**src/rtl/ddo_pkg.sv**
```systemverilog
`timescale 1ns / 1ps
`default_nettype none

package ddo_pkg;

   // default sizing
   localparam int CordicStepsDefault = 16;
   localparam int FracBitsDefault    = 16;

   // serial multiplier operand and product widths
   localparam int MulW  = 34;
   localparam int ProdW = 2 * MulW;

   // cordic gain in q4.30, turns per radian in binary-angle units (2^32 per turn)
   localparam logic signed [MulW-1:0] CordicGainInv = 34'sd652032874;
   localparam logic [MulW-1:0]        TurnsPerRad   = 34'd683565276;

   // csr register indexes
   typedef enum logic [1:0] {
      CSR_WHEEL_SPEED_SCALE = 2'd0,
      CSR_INV_TRACK_WIDTH   = 2'd1,
      CSR_STEP_TIME         = 2'd2,
      CSR_INV_STEP_TIME     = 2'd3
   } csr_index_type;

   // input beat
   typedef struct packed {
      logic signed [15:0] left_command;
      logic signed [15:0] right_command;
   } req_payload_type;

   // result beat
   typedef struct packed {
      logic signed [31:0] pos_x;
      logic signed [31:0] pos_y;
      logic [31:0]        heading;
      logic signed [31:0] vel_x;
      logic signed [31:0] vel_y;
      logic signed [31:0] yaw_rate;
      logic signed [31:0] lin_accel;
      logic signed [31:0] ang_accel;
   } rsp_payload_type;

   // arctangent of 2^-i as a binary angle
   function automatic logic [31:0] atan_entry(input logic [4:0] idx);
      logic [31:0] res;
      unique case (idx)
         5'd0:  res = 32'd536870912;
         5'd1:  res = 32'd316933406;
         5'd2:  res = 32'd167458907;
         5'd3:  res = 32'd85004756;
         5'd4:  res = 32'd42667331;
         5'd5:  res = 32'd21354465;
         5'd6:  res = 32'd10680862;
         5'd7:  res = 32'd5340245;
         5'd8:  res = 32'd2670163;
         5'd9:  res = 32'd1335087;
         5'd10: res = 32'd667544;
         5'd11: res = 32'd333772;
         5'd12: res = 32'd166886;
         5'd13: res = 32'd83443;
         5'd14: res = 32'd41721;
         5'd15: res = 32'd20860;
         5'd16: res = 32'd10430;
         5'd17: res = 32'd5215;
         5'd18: res = 32'd2607;
         5'd19: res = 32'd1303;
         5'd20: res = 32'd651;
         5'd21: res = 32'd325;
         5'd22: res = 32'd162;
         5'd23: res = 32'd81;
         5'd24: res = 32'd40;
         5'd25: res = 32'd20;
         5'd26: res = 32'd10;
         5'd27: res = 32'd5;
         5'd28: res = 32'd2;
         5'd29: res = 32'd1;
         default: res = 32'd0;
      endcase
      return res;
   endfunction

   // clamp a wide signed value to the signed 32-bit range
   function automatic logic [31:0] sat32(input logic signed [ProdW-1:0] val);
      logic [ProdW-32:0] upper;
      logic [31:0]       res;
      upper = val[ProdW-1:31];
      if ((&upper) || !(|upper)) begin
         res = val[31:0];
      end else if (val[ProdW-1]) begin
         res = 32'h8000_0000;
      end else begin
         res = 32'h7fff_ffff;
      end
      return res;
   endfunction

endpackage

`default_nettype wire

```
**src/rtl/ddo_serial_mult.sv**
```systemverilog
`timescale 1ns / 1ps
`default_nettype none

module ddo_serial_mult
   import ddo_pkg::*;
(
   input  wire logic                    clock,
   input  wire logic                    reset,
   input  wire logic                    start,
   input  wire logic signed [MulW-1:0]  op_a,
   input  wire logic signed [MulW-1:0]  op_b,
   output logic                         done,
   output logic signed [ProdW-1:0]      prod
);

   localparam int CntW = $clog2(MulW);
   localparam logic [CntW-1:0] LastCnt = CntW'(MulW - 1);

   logic signed [MulW-1:0] a_ff, a_in;
   logic signed [MulW-1:0] hi_ff, hi_in;
   logic [MulW-1:0]        lo_ff, lo_in;
   logic [CntW-1:0]        cnt_ff, cnt_in;
   logic                   busy_ff, busy_in;
   logic                   done_ff, done_in;

   logic signed [MulW:0]   addend;
   logic signed [MulW:0]   sum;

   // one multiplier bit per cycle, sign bit weighs negative
   always_comb begin
      addend = (cnt_ff == LastCnt) ? -(MulW+1)'(a_ff) : (MulW+1)'(a_ff);
      sum    = (MulW+1)'(hi_ff) + (lo_ff[0] ? addend : '0);
   end

   // next state
   always_comb begin
      a_in    = a_ff;
      hi_in   = hi_ff;
      lo_in   = lo_ff;
      cnt_in  = cnt_ff;
      busy_in = busy_ff;
      done_in = 1'b0;
      if (start) begin
         a_in    = op_a;
         hi_in   = '0;
         lo_in   = op_b;
         cnt_in  = '0;
         busy_in = 1'b1;
      end else if (busy_ff) begin
         hi_in  = sum[MulW:1];
         lo_in  = {sum[0], lo_ff[MulW-1:1]};
         cnt_in = cnt_ff + 1'b1;
         if (cnt_ff == LastCnt) begin
            busy_in = 1'b0;
            done_in = 1'b1;
         end
      end
   end

   // control registers
   always_ff @(posedge clock) begin
      if (reset) begin
         busy_ff <= 1'b0;
         done_ff <= 1'b0;
         cnt_ff  <= '0;
      end else begin
         busy_ff <= busy_in;
         done_ff <= done_in;
         cnt_ff  <= cnt_in;
      end
   end

   // datapath registers
   always_ff @(posedge clock) begin
      a_ff  <= a_in;
      hi_ff <= hi_in;
      lo_ff <= lo_in;
   end

   assign done = done_ff;
   assign prod = {hi_ff, lo_ff};

endmodule

`default_nettype wire

```
**src/rtl/ddo_cordic.sv**
```systemverilog
`timescale 1ns / 1ps
`default_nettype none

module ddo_cordic
   import ddo_pkg::*;
#(
   parameter int CORDIC_STEPS = CordicStepsDefault
)
(
   input  wire logic                    clock,
   input  wire logic                    reset,
   input  wire logic                    start,
   input  wire logic [31:0]             angle,
   output logic                         done,
   output logic signed [MulW-1:0]       cos_val,
   output logic signed [MulW-1:0]       sin_val
);

   localparam int CntW = $clog2(CORDIC_STEPS + 1);
   localparam logic [CntW-1:0] LastCnt = CntW'(CORDIC_STEPS - 1);

   logic signed [MulW-1:0] x_ff, x_in;
   logic signed [MulW-1:0] y_ff, y_in;
   logic signed [32:0]     z_ff, z_in;
   logic                   flip_ff, flip_in;
   logic [CntW-1:0]        cnt_ff, cnt_in;
   logic                   busy_ff, busy_in;
   logic                   done_ff, done_in;

   logic [31:0]            quarter;
   logic                   flip;
   logic [31:0]            folded;
   logic signed [MulW-1:0] dx;
   logic signed [MulW-1:0] dy;
   logic signed [32:0]     step_angle;

   // fold into the right half plane
   always_comb begin
      quarter = angle + 32'h4000_0000;
      flip    = quarter[31];
      folded  = flip ? (angle + 32'h8000_0000) : angle;
   end

   // one rotation per cycle
   always_comb begin
      dx         = y_ff >>> cnt_ff;
      dy         = x_ff >>> cnt_ff;
      step_angle = 33'(atan_entry(5'(cnt_ff)));
   end

   // next state
   always_comb begin
      x_in    = x_ff;
      y_in    = y_ff;
      z_in    = z_ff;
      flip_in = flip_ff;
      cnt_in  = cnt_ff;
      busy_in = busy_ff;
      done_in = 1'b0;
      if (start) begin
         x_in    = CordicGainInv;
         y_in    = '0;
         z_in    = 33'(signed'(folded));
         flip_in = flip;
         cnt_in  = '0;
         busy_in = 1'b1;
      end else if (busy_ff) begin
         if (!z_ff[32]) begin
            x_in = x_ff - dx;
            y_in = y_ff + dy;
            z_in = z_ff - step_angle;
         end else begin
            x_in = x_ff + dx;
            y_in = y_ff - dy;
            z_in = z_ff + step_angle;
         end
         cnt_in = cnt_ff + 1'b1;
         if (cnt_ff == LastCnt) begin
            busy_in = 1'b0;
            done_in = 1'b1;
         end
      end
   end

   // control registers
   always_ff @(posedge clock) begin
      if (reset) begin
         busy_ff <= 1'b0;
         done_ff <= 1'b0;
         cnt_ff  <= '0;
      end else begin
         busy_ff <= busy_in;
         done_ff <= done_in;
         cnt_ff  <= cnt_in;
      end
   end

   // datapath registers
   always_ff @(posedge clock) begin
      x_ff    <= x_in;
      y_ff    <= y_in;
      z_ff    <= z_in;
      flip_ff <= flip_in;
   end

   // undo the half-turn fold
   assign done    = done_ff;
   assign cos_val = flip_ff ? -x_ff : x_ff;
   assign sin_val = flip_ff ? -y_ff : y_ff;

endmodule

`default_nettype wire

```
**src/rtl/differential_drive_odometry_unit.sv**
```systemverilog
`timescale 1ns / 1ps
`default_nettype none

// channel   ports                          beat
// req       req_valid/req_ready            left and right wheel command
// rsp       rsp_valid/rsp_ready            pose, velocity, rates, accelerations
// csr       psel/penable/pwrite/paddr      four 31-bit registers at 4*index
//
// an item runs 15 steps: 13 bit-serial multiplies (34 bits, one per cycle,
// plus issue and writeback) and two cordic passes of CORDIC_STEPS rotations;
// the result beat is loaded in ST_DONE once the output register is free, and
// the next item is taken in ST_IDLE after that; only one item is in flight.
// all 13 multiplies share the one serial multiplier.
// reset clears pose, history and csr registers to their defaults.
// a finished beat waits in the output register; a new item is taken meanwhile.

module differential_drive_odometry_unit
   import ddo_pkg::*;
#(
   parameter int CORDIC_STEPS = CordicStepsDefault,
   parameter int FRAC_BITS    = FracBitsDefault
)
(
   input  wire logic            clock,
   input  wire logic            reset,
   input  wire logic            req_valid,
   output logic                 req_ready,
   input  wire req_payload_type req_payload,
   output logic                 rsp_valid,
   input  wire logic            rsp_ready,
   output rsp_payload_type      rsp_payload,
   input  wire logic            psel,
   input  wire logic            penable,
   input  wire logic            pwrite,
   input  wire logic [3:0]      paddr,
   input  wire logic [31:0]     pwdata,
   output logic [31:0]          prdata,
   output logic                 pready
);

   typedef enum logic [3:0] {
      ST_IDLE  = 4'b0001,
      ST_ISSUE = 4'b0010,
      ST_WAIT  = 4'b0100,
      ST_DONE  = 4'b1000
   } state_type;

   typedef enum logic [3:0] {
      SP_VL    = 4'd0,
      SP_VR    = 4'd1,
      SP_W     = 4'd2,
      SP_COS0  = 4'd3,
      SP_C     = 4'd4,
      SP_S     = 4'd5,
      SP_X     = 4'd6,
      SP_Y     = 4'd7,
      SP_DTH   = 4'd8,
      SP_TURN  = 4'd9,
      SP_COS1  = 4'd10,
      SP_VX    = 4'd11,
      SP_VY    = 4'd12,
      SP_LA    = 4'd13,
      SP_AA    = 4'd14
   } step_type;

   typedef enum logic [1:0] {
      SH_WHEEL = 2'd0,
      SH_FRAC  = 2'd1,
      SH_Q30   = 2'd2
   } shift_type;

   state_type       state_ff, state_in;
   step_type        step_ff, step_in;
   shift_type       shift_ff, shift_in;

   logic [30:0]     wheel_scale_ff, inv_track_ff, step_time_ff, inv_step_ff;
   logic [30:0]     wheel_scale_in, inv_track_in, step_time_in, inv_step_in;

   req_payload_type cmd_ff, cmd_in;
   logic signed [31:0] vl_ff, vl_in, vr_ff, vr_in, v_ff, v_in, w_ff, w_in;
   logic signed [31:0] c_ff, c_in, s_ff, s_in, dth_ff, dth_in;
   logic signed [31:0] vx_ff, vx_in, vy_ff, vy_in, la_ff, la_in, aa_ff, aa_in;
   logic signed [MulW-1:0] co_ff, co_in, si_ff, si_in;

   logic signed [31:0] x_ff, x_in, y_ff, y_in;
   logic [31:0]        heading_ff, heading_in;
   logic signed [31:0] prev_speed_ff, prev_speed_in, prev_yaw_ff, prev_yaw_in;

   rsp_payload_type rsp_ff, rsp_in;
   logic            rsp_valid_ff, rsp_valid_in;

   logic                   cordic_step;
   logic                   mul_start, cor_start;
   logic signed [MulW-1:0] mul_a, mul_b;
   logic                   mul_done, cor_done, unit_done;
   logic signed [ProdW-1:0] prod, shifted, pos_sum_x, pos_sum_y;
   logic signed [MulW-1:0] cor_cos, cor_sin;
   logic signed [32:0]     wheel_diff, speed_diff, yaw_diff, wheel_sum;
   logic signed [32:0]     half_sum;
   logic                   csr_write;

   // shared serial multiplier
   ddo_serial_mult u_mult (
      .clock (clock),
      .reset (reset),
      .start (mul_start),
      .op_a  (mul_a),
      .op_b  (mul_b),
      .done  (mul_done),
      .prod  (prod)
   );

   // sine and cosine of the heading
   ddo_cordic #(
      .CORDIC_STEPS (CORDIC_STEPS)
   ) u_cordic (
      .clock   (clock),
      .reset   (reset),
      .start   (cor_start),
      .angle   (heading_ff),
      .done    (cor_done),
      .cos_val (cor_cos),
      .sin_val (cor_sin)
   );

   // csr port
   assign csr_write = psel && penable && pwrite;
   assign pready    = 1'b1;

   always_comb begin
      wheel_scale_in = wheel_scale_ff;
      inv_track_in   = inv_track_ff;
      step_time_in   = step_time_ff;
      inv_step_in    = inv_step_ff;
      if (csr_write) begin
         unique case (csr_index_type'(paddr[3:2]))
            CSR_WHEEL_SPEED_SCALE: wheel_scale_in = pwdata[30:0];
            CSR_INV_TRACK_WIDTH:   inv_track_in   = pwdata[30:0];
            CSR_STEP_TIME:         step_time_in   = pwdata[30:0];
            CSR_INV_STEP_TIME:     inv_step_in    = pwdata[30:0];
            default:               wheel_scale_in = wheel_scale_ff;
         endcase
      end
   end

   always_comb begin
      unique case (csr_index_type'(paddr[3:2]))
         CSR_WHEEL_SPEED_SCALE: prdata = {1'b0, wheel_scale_ff};
         CSR_INV_TRACK_WIDTH:   prdata = {1'b0, inv_track_ff};
         CSR_STEP_TIME:         prdata = {1'b0, step_time_ff};
         CSR_INV_STEP_TIME:     prdata = {1'b0, inv_step_ff};
         default:               prdata = '0;
      endcase
   end

   // difference terms
   always_comb begin
      wheel_diff = 33'(vr_ff) - 33'(vl_ff);
      wheel_sum  = 33'(vr_ff) + 33'(vl_ff);
      half_sum   = wheel_sum >>> 1;
      speed_diff = 33'(v_ff) - 33'(prev_speed_ff);
      yaw_diff   = 33'(w_ff) - 33'(prev_yaw_ff);
   end

   // operand selection per step
   always_comb begin
      cordic_step = (step_ff == SP_COS0) || (step_ff == SP_COS1);
      mul_a       = '0;
      mul_b       = '0;
      shift_in    = shift_ff;
      unique case (step_ff)
         SP_VL: begin
            mul_a    = MulW'(cmd_ff.left_command);
            mul_b    = MulW'(wheel_scale_ff);
            shift_in = SH_WHEEL;
         end
         SP_VR: begin
            mul_a    = MulW'(cmd_ff.right_command);
            mul_b    = MulW'(wheel_scale_ff);
            shift_in = SH_WHEEL;
         end
         SP_W: begin
            mul_a    = MulW'(wheel_diff);
            mul_b    = MulW'(inv_track_ff);
            shift_in = SH_FRAC;
         end
         SP_C, SP_VX: begin
            mul_a    = MulW'(v_ff);
            mul_b    = co_ff;
            shift_in = SH_Q30;
         end
         SP_S, SP_VY: begin
            mul_a    = MulW'(v_ff);
            mul_b    = si_ff;
            shift_in = SH_Q30;
         end
         SP_X: begin
            mul_a    = MulW'(c_ff);
            mul_b    = MulW'(step_time_ff);
            shift_in = SH_FRAC;
         end
         SP_Y: begin
            mul_a    = MulW'(s_ff);
            mul_b    = MulW'(step_time_ff);
            shift_in = SH_FRAC;
         end
         SP_DTH: begin
            mul_a    = MulW'(w_ff);
            mul_b    = MulW'(step_time_ff);
            shift_in = SH_FRAC;
         end
         SP_TURN: begin
            mul_a    = MulW'(dth_ff);
            mul_b    = signed'(TurnsPerRad);
            shift_in = SH_FRAC;
         end
         SP_LA: begin
            mul_a    = MulW'(speed_diff);
            mul_b    = MulW'(inv_step_ff);
            shift_in = SH_FRAC;
         end
         SP_AA: begin
            mul_a    = MulW'(yaw_diff);
            mul_b    = MulW'(inv_step_ff);
            shift_in = SH_FRAC;
         end
         default: begin
            mul_a = '0;
         end
      endcase
      if (state_ff != ST_ISSUE) begin
         shift_in = shift_ff;
      end
   end

   assign mul_start = (state_ff == ST_ISSUE) && !cordic_step;
   assign cor_start = (state_ff == ST_ISSUE) && cordic_step;
   assign unit_done = cordic_step ? cor_done : mul_done;

   // product scaling
   always_comb begin
      unique case (shift_ff)
         SH_WHEEL: shifted = prod >>> 15;
         SH_FRAC:  shifted = prod >>> FRAC_BITS;
         SH_Q30:   shifted = prod >>> 30;
         default:  shifted = prod;
      endcase
      pos_sum_x = shifted + ProdW'(x_ff);
      pos_sum_y = shifted + ProdW'(y_ff);
   end

   // sequencer and writeback
   always_comb begin
      state_in      = state_ff;
      step_in       = step_ff;
      cmd_in        = cmd_ff;
      vl_in = vl_ff;  vr_in = vr_ff;  v_in = v_ff;   w_in = w_ff;
      c_in  = c_ff;   s_in  = s_ff;   dth_in = dth_ff;
      vx_in = vx_ff;  vy_in = vy_ff;  la_in = la_ff; aa_in = aa_ff;
      co_in = co_ff;  si_in = si_ff;
      x_in  = x_ff;   y_in  = y_ff;   heading_in = heading_ff;
      prev_speed_in = prev_speed_ff;
      prev_yaw_in   = prev_yaw_ff;
      rsp_in        = rsp_ff;
      rsp_valid_in  = rsp_valid_ff && !rsp_ready;
      unique case (state_ff)
         ST_IDLE: begin
            if (req_valid) begin
               cmd_in   = req_payload;
               step_in  = SP_VL;
               state_in = ST_ISSUE;
            end
         end
         ST_ISSUE: begin
            state_in = ST_WAIT;
         end
         ST_WAIT: begin
            if (unit_done) begin
               state_in = ST_ISSUE;
               step_in  = step_type'(step_ff + 4'd1);
               unique case (step_ff)
                  SP_VL:   vl_in = sat32(shifted);
                  SP_VR:   vr_in = sat32(shifted);
                  SP_W: begin
                     w_in = sat32(shifted);
                     v_in = half_sum[31:0];
                  end
                  SP_COS0, SP_COS1: begin
                     co_in = cor_cos;
                     si_in = cor_sin;
                  end
                  SP_C:    c_in = sat32(shifted);
                  SP_S:    s_in = sat32(shifted);
                  SP_X:    x_in = sat32(pos_sum_x);
                  SP_Y:    y_in = sat32(pos_sum_y);
                  SP_DTH:  dth_in = sat32(shifted);
                  SP_TURN: heading_in = heading_ff + shifted[31:0];
                  SP_VX:   vx_in = sat32(shifted);
                  SP_VY:   vy_in = sat32(shifted);
                  SP_LA:   la_in = sat32(shifted);
                  SP_AA: begin
                     aa_in       = sat32(shifted);
                     prev_yaw_in = w_ff;
                     if (v_ff == 32'sh8000_0000) begin
                        prev_speed_in = 32'sh7fff_ffff;
                     end else if (v_ff[31]) begin
                        prev_speed_in = -v_ff;
                     end else begin
                        prev_speed_in = v_ff;
                     end
                     state_in = ST_DONE;
                     step_in  = SP_VL;
                  end
                  default: state_in = ST_IDLE;
               endcase
            end
         end
         ST_DONE: begin
            if (!rsp_valid_ff || rsp_ready) begin
               rsp_in.pos_x     = x_ff;
               rsp_in.pos_y     = y_ff;
               rsp_in.heading   = heading_ff;
               rsp_in.vel_x     = vx_ff;
               rsp_in.vel_y     = vy_ff;
               rsp_in.yaw_rate  = w_ff;
               rsp_in.lin_accel = la_ff;
               rsp_in.ang_accel = aa_ff;
               rsp_valid_in     = 1'b1;
               state_in         = ST_IDLE;
            end
         end
         default: state_in = ST_IDLE;
      endcase
   end

   // control and state registers
   always_ff @(posedge clock) begin
      if (reset) begin
         state_ff       <= ST_IDLE;
         step_ff        <= SP_VL;
         shift_ff       <= SH_WHEEL;
         rsp_valid_ff   <= 1'b0;
         wheel_scale_ff <= 31'd65536;
         inv_track_ff   <= 31'd131072;
         step_time_ff   <= 31'd655;
         inv_step_ff    <= 31'd6553600;
         x_ff           <= '0;
         y_ff           <= '0;
         heading_ff     <= '0;
         prev_speed_ff  <= '0;
         prev_yaw_ff    <= '0;
      end else begin
         state_ff       <= state_in;
         step_ff        <= step_in;
         shift_ff       <= shift_in;
         rsp_valid_ff   <= rsp_valid_in;
         wheel_scale_ff <= wheel_scale_in;
         inv_track_ff   <= inv_track_in;
         step_time_ff   <= step_time_in;
         inv_step_ff    <= inv_step_in;
         x_ff           <= x_in;
         y_ff           <= y_in;
         heading_ff     <= heading_in;
         prev_speed_ff  <= prev_speed_in;
         prev_yaw_ff    <= prev_yaw_in;
      end
   end

   // payload registers
   always_ff @(posedge clock) begin
      cmd_ff <= cmd_in;
      vl_ff  <= vl_in;
      vr_ff  <= vr_in;
      v_ff   <= v_in;
      w_ff   <= w_in;
      c_ff   <= c_in;
      s_ff   <= s_in;
      dth_ff <= dth_in;
      vx_ff  <= vx_in;
      vy_ff  <= vy_in;
      la_ff  <= la_in;
      aa_ff  <= aa_in;
      co_ff  <= co_in;
      si_ff  <= si_in;
      rsp_ff <= rsp_in;
   end

   assign req_ready   = (state_ff == ST_IDLE);
   assign rsp_valid   = rsp_valid_ff;
   assign rsp_payload = rsp_ff;

endmodule

`default_nettype wire

```
**config.mk**
```make
export PLATFORM = sky130hd
export DESIGN_NAME = differential_drive_odometry_unit
export DESIGN_NICKNAME = d
export VERILOG_FILES = /design/src/rtl/ddo_pkg.sv /design/src/rtl/ddo_serial_mult.sv /design/src/rtl/ddo_cordic.sv /design/src/rtl/differential_drive_odometry_unit.sv
export SDC_FILE = /design/constraint.sdc
export NUM_CORES = 2
export LEC_CHECK = 0
export ABC_CLOCK_PERIOD_IN_PS = 24800
export BUFFER_PORTS_ARGS = -buffer_cell sky130_fd_sc_hd__clkbuf_2
export CAP_MARGIN = 20
export CELL_PAD_IN_SITES_DETAIL_PLACEMENT = 1
export CELL_PAD_IN_SITES_GLOBAL_PLACEMENT = 1
export CORE_MARGIN = 2
export CORE_UTILIZATION = 40
export CTS_BUF_LIST = sky130_fd_sc_hd__clkbuf_16
export DETAILED_ROUTE_END_ITERATION = 16
export PLACE_DENSITY = 0.7
export SLEW_MARGIN = 15
export SYNTH_ARGS = -nofsm -noshare
export SYNTH_HDL_FRONTEND = slang
export SYNTH_SLANG_ARGS = --single-unit
```
**constraint.sdc**
```tcl
create_clock -name clock -period 24.8 [get_ports clock]
set_clock_uncertainty 0.2 [all_clocks]
set_input_delay 1.24 -clock clock [delete_from_list [all_inputs] [get_ports clock]]
set_output_delay 1.24 -clock clock [all_outputs]
set_load 0.005 [all_outputs]
```
## Yosys cells after proc, flatten, opt, wreduce, memory -nomap -nowiden

Memories as Yosys holds them, arrays and structs flattened. A register that Yosys moved wholly into a read port is not among the register bits.
Cells that the tools add are included.

- Bits in registers: 1222
- Latch bits: 0
- Bits in writable memories: 0
- Bits in read-only memories: 960
- Input port bits: 75
- Word-level logic and storage cells: 220
- Memories kept: 1

Memory list:

| memory | depth | bits a word | rd ports | clocked after memory_dff | write ports | line | source |
|---|---|---|---|---|---|---|---|
| (no name shown) | 32 | 30 | 1 | 1 | 0 | ddo_pkg.sv:47 | `unique case (idx)` |

- $add $sub $neg: 23
- $mul: 0
- Div/mod/pow operators: 0
- Order comparisons: 0
- Eq/ne operators: 30
- Shifts and indexed selects: 2
- Muxes and demuxes: 47
- Bitwise operators: 3
- Reduce and logical (&&, ||, !) cells: 65

Operator list:

| operator | number |
|---|---|
| case mux 34 bit (10 select lines) | 1 |
| two-way mux 32 bit | 9 |
| case mux 34 bit (7 select lines) | 1 |
| two-way mux 34 bit | 6 |
| case mux 67 bit (3 select lines) | 1 |
| adder 68 x 32 -> 68 bit | 2 |
| case mux 32 bit (4 select lines) | 1 |
| AND reduction 37 bit | 3 |
| OR reduction 37 bit | 3 |
| two-way mux 33 bit | 3 |
| subtractor 32 x 32 -> 33 bit | 3 |
| two-way mux 35 bit | 2 |
| adder 34 bit | 2 |
| negation 34 bit | 2 |
| >>> shifter 34 x 5 -> 34 bit | 2 |
| subtractor 34 bit | 2 |
| AND reduction 3 bit | 16 |
| adder 35 bit | 1 |
| negation 34 -> 35 bit | 1 |
| adder 32 x 32 -> 33 bit | 1 |
| adder 33 bit | 1 |
| subtractor 33 bit | 1 |
| adder 32 x 31 -> 32 bit, second input constant | 1 |
| adder 32 bit | 1 |
| 36 further kinds | 104 |

## Logic depth before layout (Yosys ltp)

- Depth in word-level cells: 7
- Mapped depth: 34
- Depth with buffers taken out: 29

## Cells and area by module

A second synthesis with hierarchy kept.

- Cell total of the unflattened synthesis: 8113
- Area total of the unflattened synthesis: 79175.9 µm²

Modules (own cells, without submodules):

| module | times used | cells an instance | area an instance (µm²) | seq. area each (µm²) |
|---|---|---|---|---|
| differential_drive_odometry_unit | 1 | 5141 | 54234.5 | 27166.1 |
| ddo_cordic | 1 | 2330 | 18286.3 | 3123.0 |
| ddo_serial_mult | 1 | 642 | 6655.1 | 2882.8 |

## Least setup slack after synthesis

Ideal clock, no wire load.

- Path kind: input port to flip-flop
- Start: input port rsp_ready
- End: register rsp_ff (netlist bit rsp_payload[0]) (enable)
- Arrival: 12.597 ns
- Required time: 23.693 ns
- Slack: 11.096 ns
- Cell stages on the path: 2
- Cell sequence: nand2b_1 nor2b_1

- Word-level cells in the longest chain between the ends: 2

RTL lines:

| element | line | source |
|---|---|---|
| from (decl) | differential_drive_odometry_unit.sv:30 | `input wire logic rsp_ready,` |
| logical OR 1 bit | differential_drive_odometry_unit.sv:319 | `if (!rsp_valid_ff \|\| rsp_ready) begin` |
| AND reduction 2 bit (no source line) | - |  |
| to (signal assigned) | differential_drive_odometry_unit.sv:385 | `rsp_ff <= rsp_in;` |
| to (decl) | differential_drive_odometry_unit.sv:89 | `rsp_payload_type rsp_ff, rsp_in;` |

No other way between the ends.
A chain may end at the register's enable or synchronous reset.

## Worst setup path in the final report

- Start: register u_cordic.cnt_ff[0]
- End: register u_cordic.x_ff[32]

- Word-level cells in the longest chain between the ends: 3

RTL lines:

| element | line | source |
|---|---|---|
| from (decl) | ddo_cordic.sv:26 | `logic [CntW-1:0] cnt_ff, cnt_in;` |
| from (signal assigned) | ddo_cordic.sv:94 | `cnt_ff <= cnt_in;` |
| >>> shifter 34 x 5 -> 34 bit (*) | ddo_cordic.sv:46 | `dx = y_ff >>> cnt_ff;` |
| subtractor 34 bit or adder 34 bit (tied branches) | ddo_cordic.sv:69, ddo_cordic.sv:73 |  |
| two-way mux 34 bit (*) | ddo_cordic.sv:68 | `if (!z_ff[32]) begin` |
| to (signal assigned) | ddo_cordic.sv:100 | `x_ff <= x_in;` |
| to (decl) | ddo_cordic.sv:22 | `logic signed [MulW-1:0] x_ff, x_in;` |

Every way passes the cells marked *; elsewhere a longest branch is shown, timed or not.

==> flow_summary_export.csv <==
group,metric,value,unit
outcome,status,"complete, no violations",
global_routing,antenna_found_initial,27,
global_routing,grt_pass1_vias,64700,
timing,finalSetupTns,0,ns
setup_path,path_max_fanout,49,
cts,postCtsResizedCells,0,
floorplan,rows,160,
drt,viasPerCell,6.07,
cts,cts_tree,"done",
drt,route.met2.wl,129000,µm
finish,drive_gt1_frac,0.127,
setup_path,critPathCaptureType,"flip-flop",
timing,fin_crit_sh,0.334,
floorplan,design.die.area,195000,µm²
finish,final_common_cell,"nand2_1",
setup_path,cp.required,25.28,ns
setup_path,endpoint,"u_cordic.x_ff[32]",
timing,slew_headroom,0.219,
logic_synthesis,synth-edff-count,809,
logic_synthesis,yosysSeqAreaShare,0.432,
cts,htree_levels,4,
drt,wl_met3,17200,µm
setup_path,startpoint_type,"flip-flop",
drt,drt-met1-wl,117000,µm
drt,topRoutingLayerUsed,"met5",
cts,clk_pin_slew,0.07,ns
cts,clockRootBuffer,"clkbuf_16",
cts,insertion_delay,0.86,ns
drt,dr.pass1.iters,9,
global_routing,grt_start_max_net_pins,72,
drt,drt_iter0_markers,5496,
global_routing,grt_use_total,0.275,
setup_path,r2r_setup_slack,16.51,ns
logic_synthesis,yosysTopAreaCell,"edfxtp_1",
power_and_ir_drop,ir_drop,0.0000615,V
cts,cts_hold_buf,0,
power_and_ir_drop,power.density,78.6,nW/µm²
timing,fin_crit,8.29,ns
logic_synthesis,synth.avg_cell_area,9.98,µm²
logic_synthesis,syn_area,76700,µm²
timing,worst_slew_pin_slew,1.16,ns
finish,final_core_util,0.452,
logic_synthesis,synthCells,7687,
floorplan,die_h,442,µm
timing,rsz0062_at_grt,"false",
cts,numClockSinks,1251,
logic_synthesis,ys_seq_elements,1251,
setup_path,cp.depth,24,
logic_synthesis,synth_nets,8217,
floorplan,start_util,0.403,
logic_synthesis,netlist_top_cells_area,"edfxtp_1 32%, dfxtp_1 12%, ha_1 7.2%",
timing,finalHoldViolations,0,
global_routing,grt_pass1_wl,414000,µm
finish,nets,8407,
global_routing,globalRouteOverflowTotal,0,
setup_path,critical_path_class,"flip-flop to flip-flop",
power_and_ir_drop,total_power,6.76,mW
logic_synthesis,yosys_warnings,0,
power_and_ir_drop,p_leak,32.8,nW
power_and_ir_drop,clkPwrFrac,0.335,
cts,clockBufferDepth,3,
floorplan,chipWidth,442,µm
setup_path,path_cells,"buf_4 > mux4_2 > mux4_2 > and2_1 > a21oi_1 > ha_1 > nor2_1 > a21oi_1 > fa_1 > a21o_1 > a21oi_1 > o21bai_1 > o311ai_0 > a21oi_1 > nor2_1 > o21ai_0 > o41a_1 > a41o_1 > o41ai_1 > nor2_1 > or3_1 > a21oi_1 > xor2_1 > a21oi_1",
finish,area_delta_synth_final,12.2,%
setup_path,cp-startpoint,"u_cordic.cnt_ff[0]",
power_and_ir_drop,seqPwrFrac,0.384,
timing,finalSetupViolCount,0,
placed_design,post-place-ws,16.55,ns
timing,timing.hold.ws,0.215,ns
setup_path,r2r_start,"u_cordic.cnt_ff[0]",
setup_path,reg2reg_depth,24,
timing,max_freq,121,MHz
drt,ant_nets,0,
setup_path,cp_slowest_stage_delay,0.76,ns
floorplan,fp.coreArea,190000,µm²
logic_synthesis,synth.distinct_cells,107,
logic_synthesis,synth_top_area_share,0.317,
setup_path,cp_data_arrival_time,8.77,ns
finish,mostFrequentLayoutCells,"867 x nand2_1, 809 x edfxtp_1, 697 x a21oi_1",
timing,drv_slew,0,
job,maxCapViolCount,0,
power_and_ir_drop,switching_power,2.39,mW
placed_design,gp_congestion,0.938,
placed_design,portBuffers,360,
setup_path,r2r-end,"u_cordic.x_ff[32]",
floorplan,io-pin-count,366,
setup_path,crit_path_frequent_cell,"a21oi_1",
power_and_ir_drop,switching_share,0.353,
cts,cts_setup_buffers,0,
setup_path,crit_family,"compound AO/OA/AOI/OAI gates",
setup_path,path_buf_inv,1,
worst_hold_path,hp-class,"flip-flop to flip-flop",
power_and_ir_drop,internal-power,4.37,mW
cts,cts_buffers,147,
drt,drt_wl_total,276000,µm
drt,drcViolationCount,0,
logic_synthesis,async_reset_ff_frac,0,
placed_design,dp_hpwl,200000,µm
drt,vias,63900,
drt,wl_per_cell,26.2,µm
setup_path,critPathSlowestCell,"buf_4",
logic_synthesis,synth_ff_type,"edfxtp_1",
timing,setup_slack,16.51,ns
power_and_ir_drop,power_frac_comb,0.281,
registers in the layout (all words and copies together), names as in the netlist, 33 cells and up:
name / count
rsp_payload: 256
u_cordic.y_ff: 34
u_mult.a_ff: 33
si_ff: 34
u_cordic.x_ff: 34
u_mult.lo_ff: 34
u_mult.hi_ff: 34
co_ff: 34
u_cordic.z_ff: 33
area by class of cell:
type	count	area [µm²]
inverter	271	1020
timing repair buffer	458	2570
tap	2511	3140
fill	21200	104000
multi-input combinational	5748	41000
sequential	1251	33200
clock inverter	126	1370
antenna	15	37.5
clock buffer	149	3730
logic make-up (layout without fill, tap and decap cells):
group / Yosys count / in the layout / synth area share
adders and majority gates: 455 / 455 / 0.0753
and+or+nand+nor: 2282 / 2282 / 0.138
DFF: 1251 / 1251 / 0.432
muxes: 316 / 316 / 0.0707
other: 2 / 17 / 0.0000979
xor gates and xnor gates: 577 / 577 / 0.0660
AOI/OAI and AO/OA: 2116 / 2116 / 0.182
buffers and inverters: 688 / 1004 / 0.0356
worst register-to-register path, stage by stage, from the launching register on:
cell and delay [ns]:
dfxtp_4 0.58, buf_4 0.78, mux4_2 0.69, mux4_2 0.49, and2_1 0.19, a21oi_1 0.22, ha_1 0.28, nor2_1 0.10
a21oi_1 0.09, fa_1 0.45, a21o_1 0.19, a21oi_1 0.24, o21bai_1 0.14, o311ai_0 0.61, a21oi_1 0.20, nor2_1 0.19
o21ai_0 0.19, o41a_1 0.40, a41o_1 0.28, o41ai_1 0.65, nor2_1 0.17, or3_1 0.38, a21oi_1 0.19, xor2_1 0.17
a21oi_1 0.08
power by group through the flow:
stage | Clock, mW | Combinational, mW | Sequential [mW]
3_3_place_gp | 0 | 1.82 | 2.62
3_5_place_dp | 0 | 1.87 | 2.63
4_1_cts | 2.31 | 1.88 | 2.59
5_1_grt | 2.39 | 2.06 | 2.60
6_report | 2.27 | 1.90 | 2.59
2_1_floorplan | 0 | 1.32 | 2.50
cells in the mapped netlist (all sizes together), types with 43 or more instances:
master	number
a31oi	66
mux4	177
a221oi	74
xnor2	361
nand2	871
nor3	129
o211ai	67
ha	444
and2	67
a22oi	59
a21oi	700
dfxtp	442
nand4	65
nor2	560
nand3	133
o21a	69
o31ai	66
a222oi	61
o21bai	80
a211oi	43
or3	78
a21o	211
edfxtp	809
and3	63
clkbuf	321
xor2	216
o21ai	325
nand2b	88
buf	96
inv	262
nor2b	47
mux2i	112
how the worst min path moves through the flow:
stage              start          endpoint  slack, ns  depth (start not counted)
3_3_place_gp   vy_ff[16]  rsp_payload[112]       0.20                          0
4_1_cts        vy_ff[25]  rsp_payload[121]       0.21                          0
2_1_floorplan   aa_ff[0]    rsp_payload[0]       0.20                          0
3_5_place_dp   vy_ff[11]  rsp_payload[107]       0.21                          0
5_1_grt        la_ff[30]   rsp_payload[62]       0.22                          0
6_report       vy_ff[25]  rsp_payload[121]       0.22                          0
routing by layer:
metal | up-vias | track usage
li1 | 29100 | -
met1 | 32200 | 0.359
met2 | 2174 | 0.450
met3 | 475 | 0.0432
met4 | 10 | 0.123
met5 | - | 0
through the flow:
stage                     cell area (µm²)  std cells
after global placement              80900      10200
after CTS                           86000      10500
after floorplan                     76700       7687
after global routing                86000      10500
final                               86000      10500
after detailed placement            80900      10200
(Power assumes the default switching activity.)
